$ cat config.mk
export PLATFORM = sky130hd
export DESIGN_NAME = periodic_interval_timer_bank_unit
export DESIGN_NICKNAME = d
export VERILOG_FILES = /design/src/design/pitb_pkg.sv /design/src/design/pitb_ctrl.sv /design/src/design/pitb_dp.sv /design/src/design/periodic_interval_timer_bank_unit.sv
export SDC_FILE = /design/constraint.sdc
export NUM_CORES = 2
export LEC_CHECK = 0
export BUFFER_PORTS_ARGS = -buffer_cell sky130_fd_sc_hd__buf_4
export CAP_MARGIN = 20
export CORE_MARGIN = 4
export CORE_UTILIZATION = 25
export DETAILED_ROUTE_END_ITERATION = 8
export GPL_TIMING_DRIVEN = 0
export SYNTH_ARGS = -nofsm -noshare
export SYNTH_HDL_FRONTEND = slang
export SYNTH_SLANG_ARGS = --single-unit
$ cat constraint.sdc
create_clock -name clk -period 22.8 [get_ports clk]
set_input_delay 1.14 -clock clk [delete_from_list [all_inputs] [get_ports clk]]
set_output_delay 1.14 -clock clk [all_outputs]
set_load 0.005 [all_outputs]
$ cat src/design/pitb_pkg.sv
package pitb_pkg;

    localparam int ACT_W      = 2;
    localparam int PERIOD_W   = 32;
    localparam int ID_W       = 32;
    localparam int SLOT_W     = 5;
    localparam int TIME_W     = 64;
    localparam int KIND_W     = 2;
    localparam int S_TDATA_W  = 64;
    localparam int M_FIELDS_W = ID_W + SLOT_W + TIME_W;
    localparam int M_TDATA_W  = 104;
    localparam int M_PAD_W    = M_TDATA_W - M_FIELDS_W;

    // Input action codes
    localparam logic [ACT_W-1:0] ACT_TICK  = 2'd0;
    localparam logic [ACT_W-1:0] ACT_SET   = 2'd1;
    localparam logic [ACT_W-1:0] ACT_CLEAR = 2'd2;
    localparam logic [ACT_W-1:0] ACT_NOP   = 2'd3;

    typedef enum logic [KIND_W-1:0] {
        KIND_FIRED = 2'd0,
        KIND_SET   = 2'd1,
        KIND_CLEAR = 2'd2,
        KIND_TICK  = 2'd3
    } kind_t;

    typedef enum logic [2:0] {
        ST_IDLE,
        ST_TICK,
        ST_SET,
        ST_CLEAR,
        ST_REPLY
    } state_t;

    typedef struct packed {
        logic [PERIOD_W-1:0] period;
        logic [PERIOD_W-1:0] elapsed;
        logic [ID_W-1:0]     ident;
    } entry_t;

    typedef struct packed {
        logic start_tick;
        logic start_set;
        logic start_clear;
        logic rd_en;
        logic proc_tick;
        logic proc_clear;
        logic set_take;
        logic set_full;
        logic emit_reply;
    } cmd_t;

    typedef struct packed {
        logic out_free;
        logic slot_free;
    } stat_t;

endpackage

$ cat src/design/pitb_ctrl.sv
module pitb_ctrl #(
    parameter int SLOTS = 32
) (
    input  logic                       clk,
    input  logic                       rst_n,
    input  logic                       in_valid,
    input  logic [pitb_pkg::ACT_W-1:0] action,
    output logic                       in_ready,
    input  pitb_pkg::stat_t            stat,
    output pitb_pkg::cmd_t             cmd,
    output logic [((SLOTS > 1) ? $clog2(SLOTS) : 1)-1:0] walk_idx,
    output logic [((SLOTS > 1) ? $clog2(SLOTS) : 1)-1:0] proc_idx
);

    localparam int IDX_W = (SLOTS > 1) ? $clog2(SLOTS) : 1;
    localparam logic [IDX_W-1:0] LAST_IDX = IDX_W'(SLOTS - 1);

    pitb_pkg::state_t state_reg, state_next;
    logic [IDX_W-1:0] idx_reg, idx_next;
    logic [IDX_W-1:0] proc_idx_reg, proc_idx_next;
    logic             rd_left_reg, rd_left_next;
    logic             proc_valid_reg, proc_valid_next;

    logic accept;
    logic walking;
    logic advance;
    logic at_last;

    assign accept  = in_valid && (state_reg == pitb_pkg::ST_IDLE);
    assign walking = (state_reg == pitb_pkg::ST_TICK) || (state_reg == pitb_pkg::ST_CLEAR);
    // A tick walk may emit an item, so hold it while the output is full
    assign advance = walking && ((state_reg == pitb_pkg::ST_CLEAR) || stat.out_free);
    assign at_last = (idx_reg == LAST_IDX);

    always_comb
    begin
        state_next = state_reg;
        case (state_reg)
            pitb_pkg::ST_IDLE:
            begin
                if (accept)
                begin
                    case (action)
                        pitb_pkg::ACT_TICK:  state_next = pitb_pkg::ST_TICK;
                        pitb_pkg::ACT_SET:   state_next = pitb_pkg::ST_SET;
                        pitb_pkg::ACT_CLEAR: state_next = pitb_pkg::ST_CLEAR;
                        default:             state_next = pitb_pkg::ST_IDLE;
                    endcase
                end
            end
            pitb_pkg::ST_TICK, pitb_pkg::ST_CLEAR:
            begin
                if (advance && !rd_left_reg)
                    state_next = pitb_pkg::ST_REPLY;
            end
            pitb_pkg::ST_SET:
            begin
                if (stat.slot_free || at_last)
                    state_next = pitb_pkg::ST_REPLY;
            end
            pitb_pkg::ST_REPLY:
            begin
                if (stat.out_free)
                    state_next = pitb_pkg::ST_IDLE;
            end
            default: state_next = pitb_pkg::ST_IDLE;
        endcase
    end

    always_comb
    begin
        cmd = '0;
        case (state_reg)
            pitb_pkg::ST_IDLE:
            begin
                if (accept)
                begin
                    cmd.start_tick  = (action == pitb_pkg::ACT_TICK);
                    cmd.start_set   = (action == pitb_pkg::ACT_SET);
                    cmd.start_clear = (action == pitb_pkg::ACT_CLEAR);
                end
            end
            pitb_pkg::ST_TICK:
            begin
                cmd.rd_en     = advance && rd_left_reg;
                cmd.proc_tick = advance && proc_valid_reg;
            end
            pitb_pkg::ST_CLEAR:
            begin
                cmd.rd_en      = advance && rd_left_reg;
                cmd.proc_clear = advance && proc_valid_reg;
            end
            pitb_pkg::ST_SET:
            begin
                cmd.set_take = stat.slot_free;
                cmd.set_full = !stat.slot_free && at_last;
            end
            pitb_pkg::ST_REPLY:
            begin
                cmd.emit_reply = stat.out_free;
            end
            default: cmd = '0;
        endcase
    end

    always_comb
    begin
        idx_next        = idx_reg;
        rd_left_next    = rd_left_reg;
        proc_valid_next = proc_valid_reg;
        proc_idx_next   = proc_idx_reg;
        if (accept)
        begin
            idx_next        = '0;
            rd_left_next    = 1'b1;
            proc_valid_next = 1'b0;
        end
        else if (advance)
        begin
            // Slot read this cycle moves to the process stage
            proc_valid_next = rd_left_reg;
            proc_idx_next   = idx_reg;
            if (rd_left_reg)
            begin
                idx_next     = idx_reg + 1'b1;
                rd_left_next = !at_last;
            end
        end
        else if ((state_reg == pitb_pkg::ST_SET) && !stat.slot_free && !at_last)
        begin
            idx_next = idx_reg + 1'b1;
        end
    end

    always_ff @(posedge clk or negedge rst_n)
    begin
        if (!rst_n)
        begin
            state_reg      <= pitb_pkg::ST_IDLE;
            idx_reg        <= '0;
            rd_left_reg    <= 1'b0;
            proc_valid_reg <= 1'b0;
            proc_idx_reg   <= '0;
        end
        else
        begin
            state_reg      <= state_next;
            idx_reg        <= idx_next;
            rd_left_reg    <= rd_left_next;
            proc_valid_reg <= proc_valid_next;
            proc_idx_reg   <= proc_idx_next;
        end
    end

    assign in_ready = (state_reg == pitb_pkg::ST_IDLE);
    assign walk_idx = idx_reg;
    assign proc_idx = proc_idx_reg;

endmodule

$ cat src/design/pitb_dp.sv
module pitb_dp #(
    parameter int SLOTS = 32
) (
    input  logic                          clk,
    input  logic                          rst_n,
    input  pitb_pkg::cmd_t                cmd,
    output pitb_pkg::stat_t               stat,
    input  logic [((SLOTS > 1) ? $clog2(SLOTS) : 1)-1:0] walk_idx,
    input  logic [((SLOTS > 1) ? $clog2(SLOTS) : 1)-1:0] proc_idx,
    input  logic [pitb_pkg::PERIOD_W-1:0] period_ms,
    input  logic [pitb_pkg::ID_W-1:0]     timer_id,
    output logic                          out_valid,
    input  logic                          out_ready,
    output logic [pitb_pkg::KIND_W-1:0]   kind,
    output logic [pitb_pkg::ID_W-1:0]     result_id,
    output logic [pitb_pkg::SLOT_W-1:0]   slot,
    output logic [pitb_pkg::TIME_W-1:0]   time_ms,
    output logic                          last
);

    localparam int IDX_W = (SLOTS > 1) ? $clog2(SLOTS) : 1;

    pitb_pkg::entry_t mem [SLOTS];

    logic [SLOTS-1:0] active_reg, active_next;
    logic [SLOTS-1:0] written_reg, written_next;
    logic [pitb_pkg::ID_W-1:0]   next_ident_reg;
    logic [pitb_pkg::TIME_W-1:0] tick_count_reg;

    pitb_pkg::entry_t rd_entry_reg;
    logic             rd_written_reg;

    logic [pitb_pkg::PERIOD_W-1:0] op_period_reg;
    pitb_pkg::kind_t               reply_kind_reg;
    logic [pitb_pkg::ID_W-1:0]     reply_id_reg;
    logic [pitb_pkg::SLOT_W-1:0]   reply_slot_reg;

    logic                          out_valid_reg;
    pitb_pkg::kind_t               out_kind_reg;
    logic [pitb_pkg::ID_W-1:0]     out_id_reg;
    logic [pitb_pkg::SLOT_W-1:0]   out_slot_reg;
    logic [pitb_pkg::TIME_W-1:0]   out_time_reg;
    logic                          out_last_reg;

    pitb_pkg::entry_t              cur;
    pitb_pkg::entry_t              wr_data;
    logic [IDX_W-1:0]              wr_addr;
    logic                          wr_en;
    logic [pitb_pkg::PERIOD_W-1:0] cnt_up;
    logic                          counting;
    logic                          fire;
    logic                          match;
    logic                          out_free;
    logic [IDX_W+pitb_pkg::SLOT_W-1:0] proc_slot_ext;
    logic [IDX_W+pitb_pkg::SLOT_W-1:0] walk_slot_ext;

    assign proc_slot_ext = {{pitb_pkg::SLOT_W{1'b0}}, proc_idx};
    assign walk_slot_ext = {{pitb_pkg::SLOT_W{1'b0}}, walk_idx};

    // An entry never written reads as zero
    assign cur      = rd_written_reg ? rd_entry_reg : '0;
    assign cnt_up   = cur.elapsed + 1'b1;
    assign counting = active_reg[proc_idx] && (cur.period != '0);
    assign fire     = cmd.proc_tick && counting && (cnt_up >= cur.period);
    assign match    = cmd.proc_clear && (cur.ident == reply_id_reg);
    assign out_free = !out_valid_reg || out_ready;

    assign stat.out_free  = out_free;
    assign stat.slot_free = !active_reg[walk_idx];

    always_comb
    begin
        wr_en   = (cmd.proc_tick && counting) || cmd.set_take;
        wr_addr = cmd.set_take ? walk_idx : proc_idx;
        if (cmd.set_take)
            wr_data = '{period: op_period_reg, elapsed: '0, ident: next_ident_reg};
        else
            wr_data = '{period: cur.period, elapsed: (fire ? '0 : cnt_up), ident: cur.ident};
    end

    always_comb
    begin
        active_next  = active_reg;
        written_next = written_reg;
        if (cmd.set_take)
        begin
            active_next[walk_idx]  = 1'b1;
            written_next[walk_idx] = 1'b1;
        end
        if (match)
            active_next[proc_idx] = 1'b0;
    end

    always_ff @(posedge clk)
    begin
        if (wr_en)
            mem[wr_addr] <= wr_data;
        if (cmd.rd_en)
        begin
            rd_entry_reg   <= mem[walk_idx];
            rd_written_reg <= written_reg[walk_idx];
        end
    end

    always_ff @(posedge clk or negedge rst_n)
    begin
        if (!rst_n)
        begin
            active_reg     <= '0;
            written_reg    <= '0;
            next_ident_reg <= pitb_pkg::ID_W'(1);
            tick_count_reg <= '0;
        end
        else
        begin
            active_reg  <= active_next;
            written_reg <= written_next;
            if (cmd.set_take)
                next_ident_reg <= next_ident_reg + 1'b1;
            if (cmd.start_tick)
                tick_count_reg <= tick_count_reg + 1'b1;
        end
    end

    // Set period and final reply of the current item, sent once the walk or probe is done
    always_ff @(posedge clk)
    begin
        if (cmd.start_set)
            op_period_reg <= period_ms;
        if (cmd.start_tick)
        begin
            reply_kind_reg <= pitb_pkg::KIND_TICK;
            reply_id_reg   <= '0;
            reply_slot_reg <= '0;
        end
        else if (cmd.start_clear)
        begin
            reply_kind_reg <= pitb_pkg::KIND_CLEAR;
            reply_id_reg   <= timer_id;
            reply_slot_reg <= '0;
        end
        else if (cmd.set_take)
        begin
            reply_kind_reg <= pitb_pkg::KIND_SET;
            reply_id_reg   <= next_ident_reg;
            reply_slot_reg <= walk_slot_ext[pitb_pkg::SLOT_W-1:0];
        end
        else if (cmd.set_full)
        begin
            reply_kind_reg <= pitb_pkg::KIND_SET;
            reply_id_reg   <= '0;
            reply_slot_reg <= '0;
        end
    end

    always_ff @(posedge clk or negedge rst_n)
    begin
        if (!rst_n)
            out_valid_reg <= 1'b0;
        else if (fire || cmd.emit_reply)
            out_valid_reg <= 1'b1;
        else if (out_ready)
            out_valid_reg <= 1'b0;
    end

    always_ff @(posedge clk)
    begin
        if (fire)
        begin
            out_kind_reg <= pitb_pkg::KIND_FIRED;
            out_id_reg   <= cur.ident;
            out_slot_reg <= proc_slot_ext[pitb_pkg::SLOT_W-1:0];
            out_time_reg <= tick_count_reg;
            out_last_reg <= 1'b0;
        end
        else if (cmd.emit_reply)
        begin
            out_kind_reg <= reply_kind_reg;
            out_id_reg   <= reply_id_reg;
            out_slot_reg <= reply_slot_reg;
            out_time_reg <= tick_count_reg;
            out_last_reg <= 1'b1;
        end
    end

    assign out_valid = out_valid_reg;
    assign kind      = out_kind_reg;
    assign result_id = out_id_reg;
    assign slot      = out_slot_reg;
    assign time_ms   = out_time_reg;
    assign last      = out_last_reg;

endmodule

$ cat src/design/periodic_interval_timer_bank_unit.sv
// Bank of SLOTS periodic timers driven by a command stream.
// Input channel s_*: s_tuser carries the action (tick, set, clear, no-op),
// s_tdata carries period_ms and timer_id. One item is taken at a time;
// s_tready is high only while the bank is idle.
// Output channel m_*: m_tuser is the result kind, m_tdata holds result_id,
// slot and time_ms, m_tlast marks the final result of an input item.
// Tick: the slots are walked one per cycle while the output has room, through
// the single read port of the slot memory and then a process stage;
// fired items appear in slot order, then the tick-done item.
// Set: one active bit probed per cycle for a free slot.
// Clear: every stored id compared through the same read port.
// Action 3 is taken and gives no result.
// A registered output stage holds each result; while m_tready is low the
// tick walk holds and resumes when the item is taken. No result is dropped.
// Reset clears all active bits, the tick count and the id counter (next id 1);
// no clearing pass runs, the bank accepts items in the first cycle after reset.
module periodic_interval_timer_bank_unit #(
    parameter int SLOTS = 32
) (
    input  logic                            clk,
    input  logic                            rst_n,
    input  logic                            s_tvalid,
    output logic                            s_tready,
    input  logic [pitb_pkg::S_TDATA_W-1:0]  s_tdata,  // period_ms, timer_id
    input  logic [pitb_pkg::ACT_W-1:0]      s_tuser,  // action
    output logic                            m_tvalid,
    input  logic                            m_tready,
    output logic [pitb_pkg::M_TDATA_W-1:0]  m_tdata,  // result_id, slot, time_ms, zero pad
    output logic [pitb_pkg::KIND_W-1:0]     m_tuser,  // kind
    output logic                            m_tlast
);

    localparam int IDX_W = (SLOTS > 1) ? $clog2(SLOTS) : 1;

    pitb_pkg::cmd_t  cmd;
    pitb_pkg::stat_t stat;
    logic [IDX_W-1:0] walk_idx;
    logic [IDX_W-1:0] proc_idx;

    logic [pitb_pkg::PERIOD_W-1:0] period_ms;
    logic [pitb_pkg::ID_W-1:0]     timer_id;
    logic [pitb_pkg::ID_W-1:0]     result_id;
    logic [pitb_pkg::SLOT_W-1:0]   slot;
    logic [pitb_pkg::TIME_W-1:0]   time_ms;

    assign period_ms = s_tdata[pitb_pkg::PERIOD_W-1:0];
    assign timer_id  = s_tdata[pitb_pkg::PERIOD_W +: pitb_pkg::ID_W];

    pitb_ctrl #(
        .SLOTS (SLOTS)
    ) u_ctrl (
        .clk      (clk),
        .rst_n    (rst_n),
        .in_valid (s_tvalid),
        .action   (s_tuser),
        .in_ready (s_tready),
        .stat     (stat),
        .cmd      (cmd),
        .walk_idx (walk_idx),
        .proc_idx (proc_idx)
    );

    pitb_dp #(
        .SLOTS (SLOTS)
    ) u_dp (
        .clk       (clk),
        .rst_n     (rst_n),
        .cmd       (cmd),
        .stat      (stat),
        .walk_idx  (walk_idx),
        .proc_idx  (proc_idx),
        .period_ms (period_ms),
        .timer_id  (timer_id),
        .out_valid (m_tvalid),
        .out_ready (m_tready),
        .kind      (m_tuser),
        .result_id (result_id),
        .slot      (slot),
        .time_ms   (time_ms),
        .last      (m_tlast)
    );

    assign m_tdata = {{pitb_pkg::M_PAD_W{1'b0}}, time_ms, slot, result_id};

endmodule

==> impl_metrics.csv <==
group,metric,value,unit
sta,timing.fmax,99.1,MHz
drt,via_per_inst,4.96,
clock_network,clkSinkCount,3520,
worst_setup_path,cp_top_family,"buffers and inverters",
pwr,cellLeakagePower,52.6,nW
worst_setup_path,cp_slowest_cell,"clkbuf_1",
worst_setup_path,timing_worst_setup_path_type,"reg2reg",
synthesis,syn_avg_cell_area,20.4,µm²
final_layout,layout-drive-gt1-share,26.0,%
clock_network,htreeDepth,5,
drt,drtAntennaViolNets,0,
worst_setup_path,regToRegStartpoint,"u_dp.rd_written_reg",
pwr,power_density,116,mW/mm²
pwr,seqPwrFrac,43.8,%
clock_network,clk_pin_slew,60,ps
worst_setup_path,crit_chain,"buf_2 -> clkbuf_1 -> clkbuf_1 -> clkbuf_1 -> clkbuf_1 -> buf_1 -> and2_1 -> ha_1 -> nand4_1 -> nor2_1 -> nand4_1 -> or3_1 -> a21boi_0 -> ha_1 -> nand2_1 -> nor3_1 -> o311a_1 -> o211ai_2 -> clkbuf_1 -> nand2_4 -> buf_16",
synthesis,yosysSeqAreaShare,76.7,%
clock_network,root_buffer,"clkbuf_16",
drt,routed_wl,420,mm
synthesis,syn-cell-area,0.136,mm²
worst_setup_path,reg2reg_slack,12700,ps
clock_network,cts_tree,"built",
worst_setup_path,path_buf_inv,8,
pwr,p_int,0.0133,W
drt,drtPass1Iterations,8,
global_routing,grt.overflow.total,0,
drt,drtIter0Drc,11000,
drt,num_vias,74600,
sta,fin_tns_setup,0,ps
sta,holdWs,183,ps
place,routabilityCongestion,0.892,
sta,slew_headroom,17.8,%
clock_network,ctsHoldBuffers,0,
worst_setup_path,rr_worst_depth,21,
synthesis,synth_flop_cell,"edfxtp_1",
pwr,sw_frac_of_total,30.2,%
worst_setup_path,crit_arrival,10690,ps
place,place_hpwl,289,mm
synthesis,synth_seq_cells,3520,
floorplanning,die_y,746,µm
pwr,p_comb_share,25.3,%
worst_setup_path,crit_path_start_kind,"register",
worst_setup_path,r2r-end,"u_dp.result_id[31]",
floorplanning,die-area,0.557,mm²
floorplanning,pin_count,179,
sta,rsz0062_at_grt,"no",
clock_network,clockBufferDepth,4,
worst_setup_path,required,23390,ps
synthesis,ys_top_cells_by_area,"edfxtp_1 (73%), mux4_2 (13%), dfrtp_1 (3.2%)",
sta,period_share,44.3,%
synthesis,synth_edf_count,3302,
floorplanning,rows,270,
sta,finalHoldViolations,0,
drt,wl_per_cell,27.9,µm
worst_setup_path,critPathMaxFanout,53,
flow_run,max_cap_viol_count,0,
place,port_buffers,175,
floorplanning,die_x,746,µm
clock_network,cts_buffers,358,
global_routing,grt_pass1_wl,581,mm
synthesis,yosys.area.top_type_share,72.8,%
worst_setup_path,crit_top_cell,"clkbuf_1",
sta,worst_slew_pin_slew,1230,ps
sta,setup_violations,0,
global_routing,grt_max_degree,95,
clock_network,worstSkewPairLatency,960,ps
clock_network,postCtsSetupBuffers,0,
synthesis,ys_warn_count,0,
synthesis,synth_top_cell_by_area,"edfxtp_1",
sta,skew,59.8,ps
global_routing,antenna_found_initial,30,
synthesis,ys_top_cells_by_count,"edfxtp_1 (3302), mux4_2 (783), nand2_1 (573)",
worst_setup_path,slowest_delay,880,ps
sta,slew_violations,0,
final_layout,area_growth,20.8,%
final_layout,finalNetCount,7627,
pwr,vdd_drop_max,79.1,µV
synthesis,synth_cell_type_count,80,
floorplanning,core,0.542,mm²
pwr,clock_power_share,30.9,%
sta,min_period,10100,ps
synthesis,postSynthCellCount,6682,
drt,drc,0,
hold_path,hp-class,"in2async",
global_routing,grt_pass1_vias,73400,
synthesis,yosysMostFrequentCell,"edfxtp_1",
worst_setup_path,endpoint_kind,"register",
pwr,netSwitchingPower,0.00575,W
final_layout,largest_reg_flops,3072,
floorplanning,initial_core_util,25.1,%
outcome,outcome,"finished, final reports clean",
global_routing,grt_use_total,14.5,%
synthesis,async_flop_share,5.00,%
clock_network,postCtsResizedCells,0,
## cell type report
type	instances	area, µm²
flip-flops and latches	3520	104000
diodes	24	60.1
clock buffers	430	9410
inverters	32	125
well taps	7208	9020
repair buffers	469	7030
multi-input cells	2767	30600
plain buffers	365	1590
fillers	51900	377000
clock inverters	221	2330
## worst max-delay path by stage
stage,start,to,slack (ps),cells after the start
after floorplan,u_dp.rd_written_reg,u_dp.result_id[0],15480,22
after global placement,u_ctrl.walk_idx[1],u_dp.mem[11][66],6290,6
after detailed placement,u_dp.rd_written_reg,u_dp.mem[3][50],12260,23
after CTS,u_dp.rd_written_reg,u_dp.mem[0][50],12180,23
after global routing,u_dp.rd_written_reg,u_dp.result_id[31],12340,23
final,u_dp.rd_written_reg,u_dp.result_id[31],12700,21
## power by group through the flow
stage	combinational, W	clock [W]	sequential, W
CTS	0.00467	0.00596	0.00836
floorplan	0.00261	0	0.00845
detailed placement	0.00466	0	0.00849
finish	0.00482	0.00589	0.00836
global route	0.00509	0.00625	0.00837
global placement	0.00425	0	0.00860
## per-stage QoR
step	worst slack (ps)	total power, W	util [%]	std cells	cell area (µm²)
floorplan	15480	0.0111	-	6684	136000
global placement	6290	0.0128	27.0	14100	147000
detailed placement	12260	0.0132	28.0	14300	152000
CTS	12180	0.0190	30.2	15000	164000
global route	12340	0.0197	30.4	15000	165000
finish	12700	0.0191	30.4	15000	165000
## cells by family (layout without fill, tap and decap cells)
group | count (synthesis) | after routing | synth area share, %
AO/OA/AOI/OAI | 653 | 653 | 3.48
buffers and inverters | 397 | 1517 | 1.24
other | 1 | 27 | 0.00275
flip-flops | 3520 | 3520 | 76.7
multiplexers | 910 | 910 | 13.9
XOR/XNOR | 127 | 127 | 0.817
AND/OR/NAND/NOR | 1030 | 1030 | 3.51
adder cells (fa/ha/maj) | 44 | 44 | 0.404
## per-layer routing
layer	track usage, %	wire length (µm)	vias to the layer above
li1	-	-	29300
met1	19.5	162000	39600
met2	22.4	191000	4797
met3	3.65	48900	813
met4	5.81	18000	12
met5	0	131	-
## worst reg2reg max path, delay by kind of cell, from the launching register on
family | cells | cell delay [ps]
compound gates | 3 | 1600
fa+ha+maj | 2 | 490
buf+inv | 8 | 4220
flops | 1 | 320
simple gates | 8 | 3070
## cells in the final DEF, fill, tap and decap left out, types with 54 or more instances in the layout
master / Yosys / routed
nor2_1: 89 / 55
and2_1: 56 / 55
xor2_1: 59 / 59
nand2_1: 573 / 572
nand3_1: 56 / 56
o21ai_0: 86 / 54
clkbuf_1: 223 / 268
nand4_1: 58 / 58
xnor2_1: 68 / 68
a21oi_1: 62 / 62
buf_2: 88 / 90
dfrtp_1: 175 / 175
clkinv_2: 0 / 70
clkbuf_16: 0 / 372
buf_12: 0 / 161
mux2i_1: 110 / 110
clkinv_1: 0 / 69
mux4_2: 783 / 783
buf_4: 10 / 189
buf_8: 0 / 69
o2111ai_1: 89 / 89
edfxtp_1: 3302 / 3302
a22oi_1: 216 / 216
No activity file was read; power rests on OpenSTA's default activity.
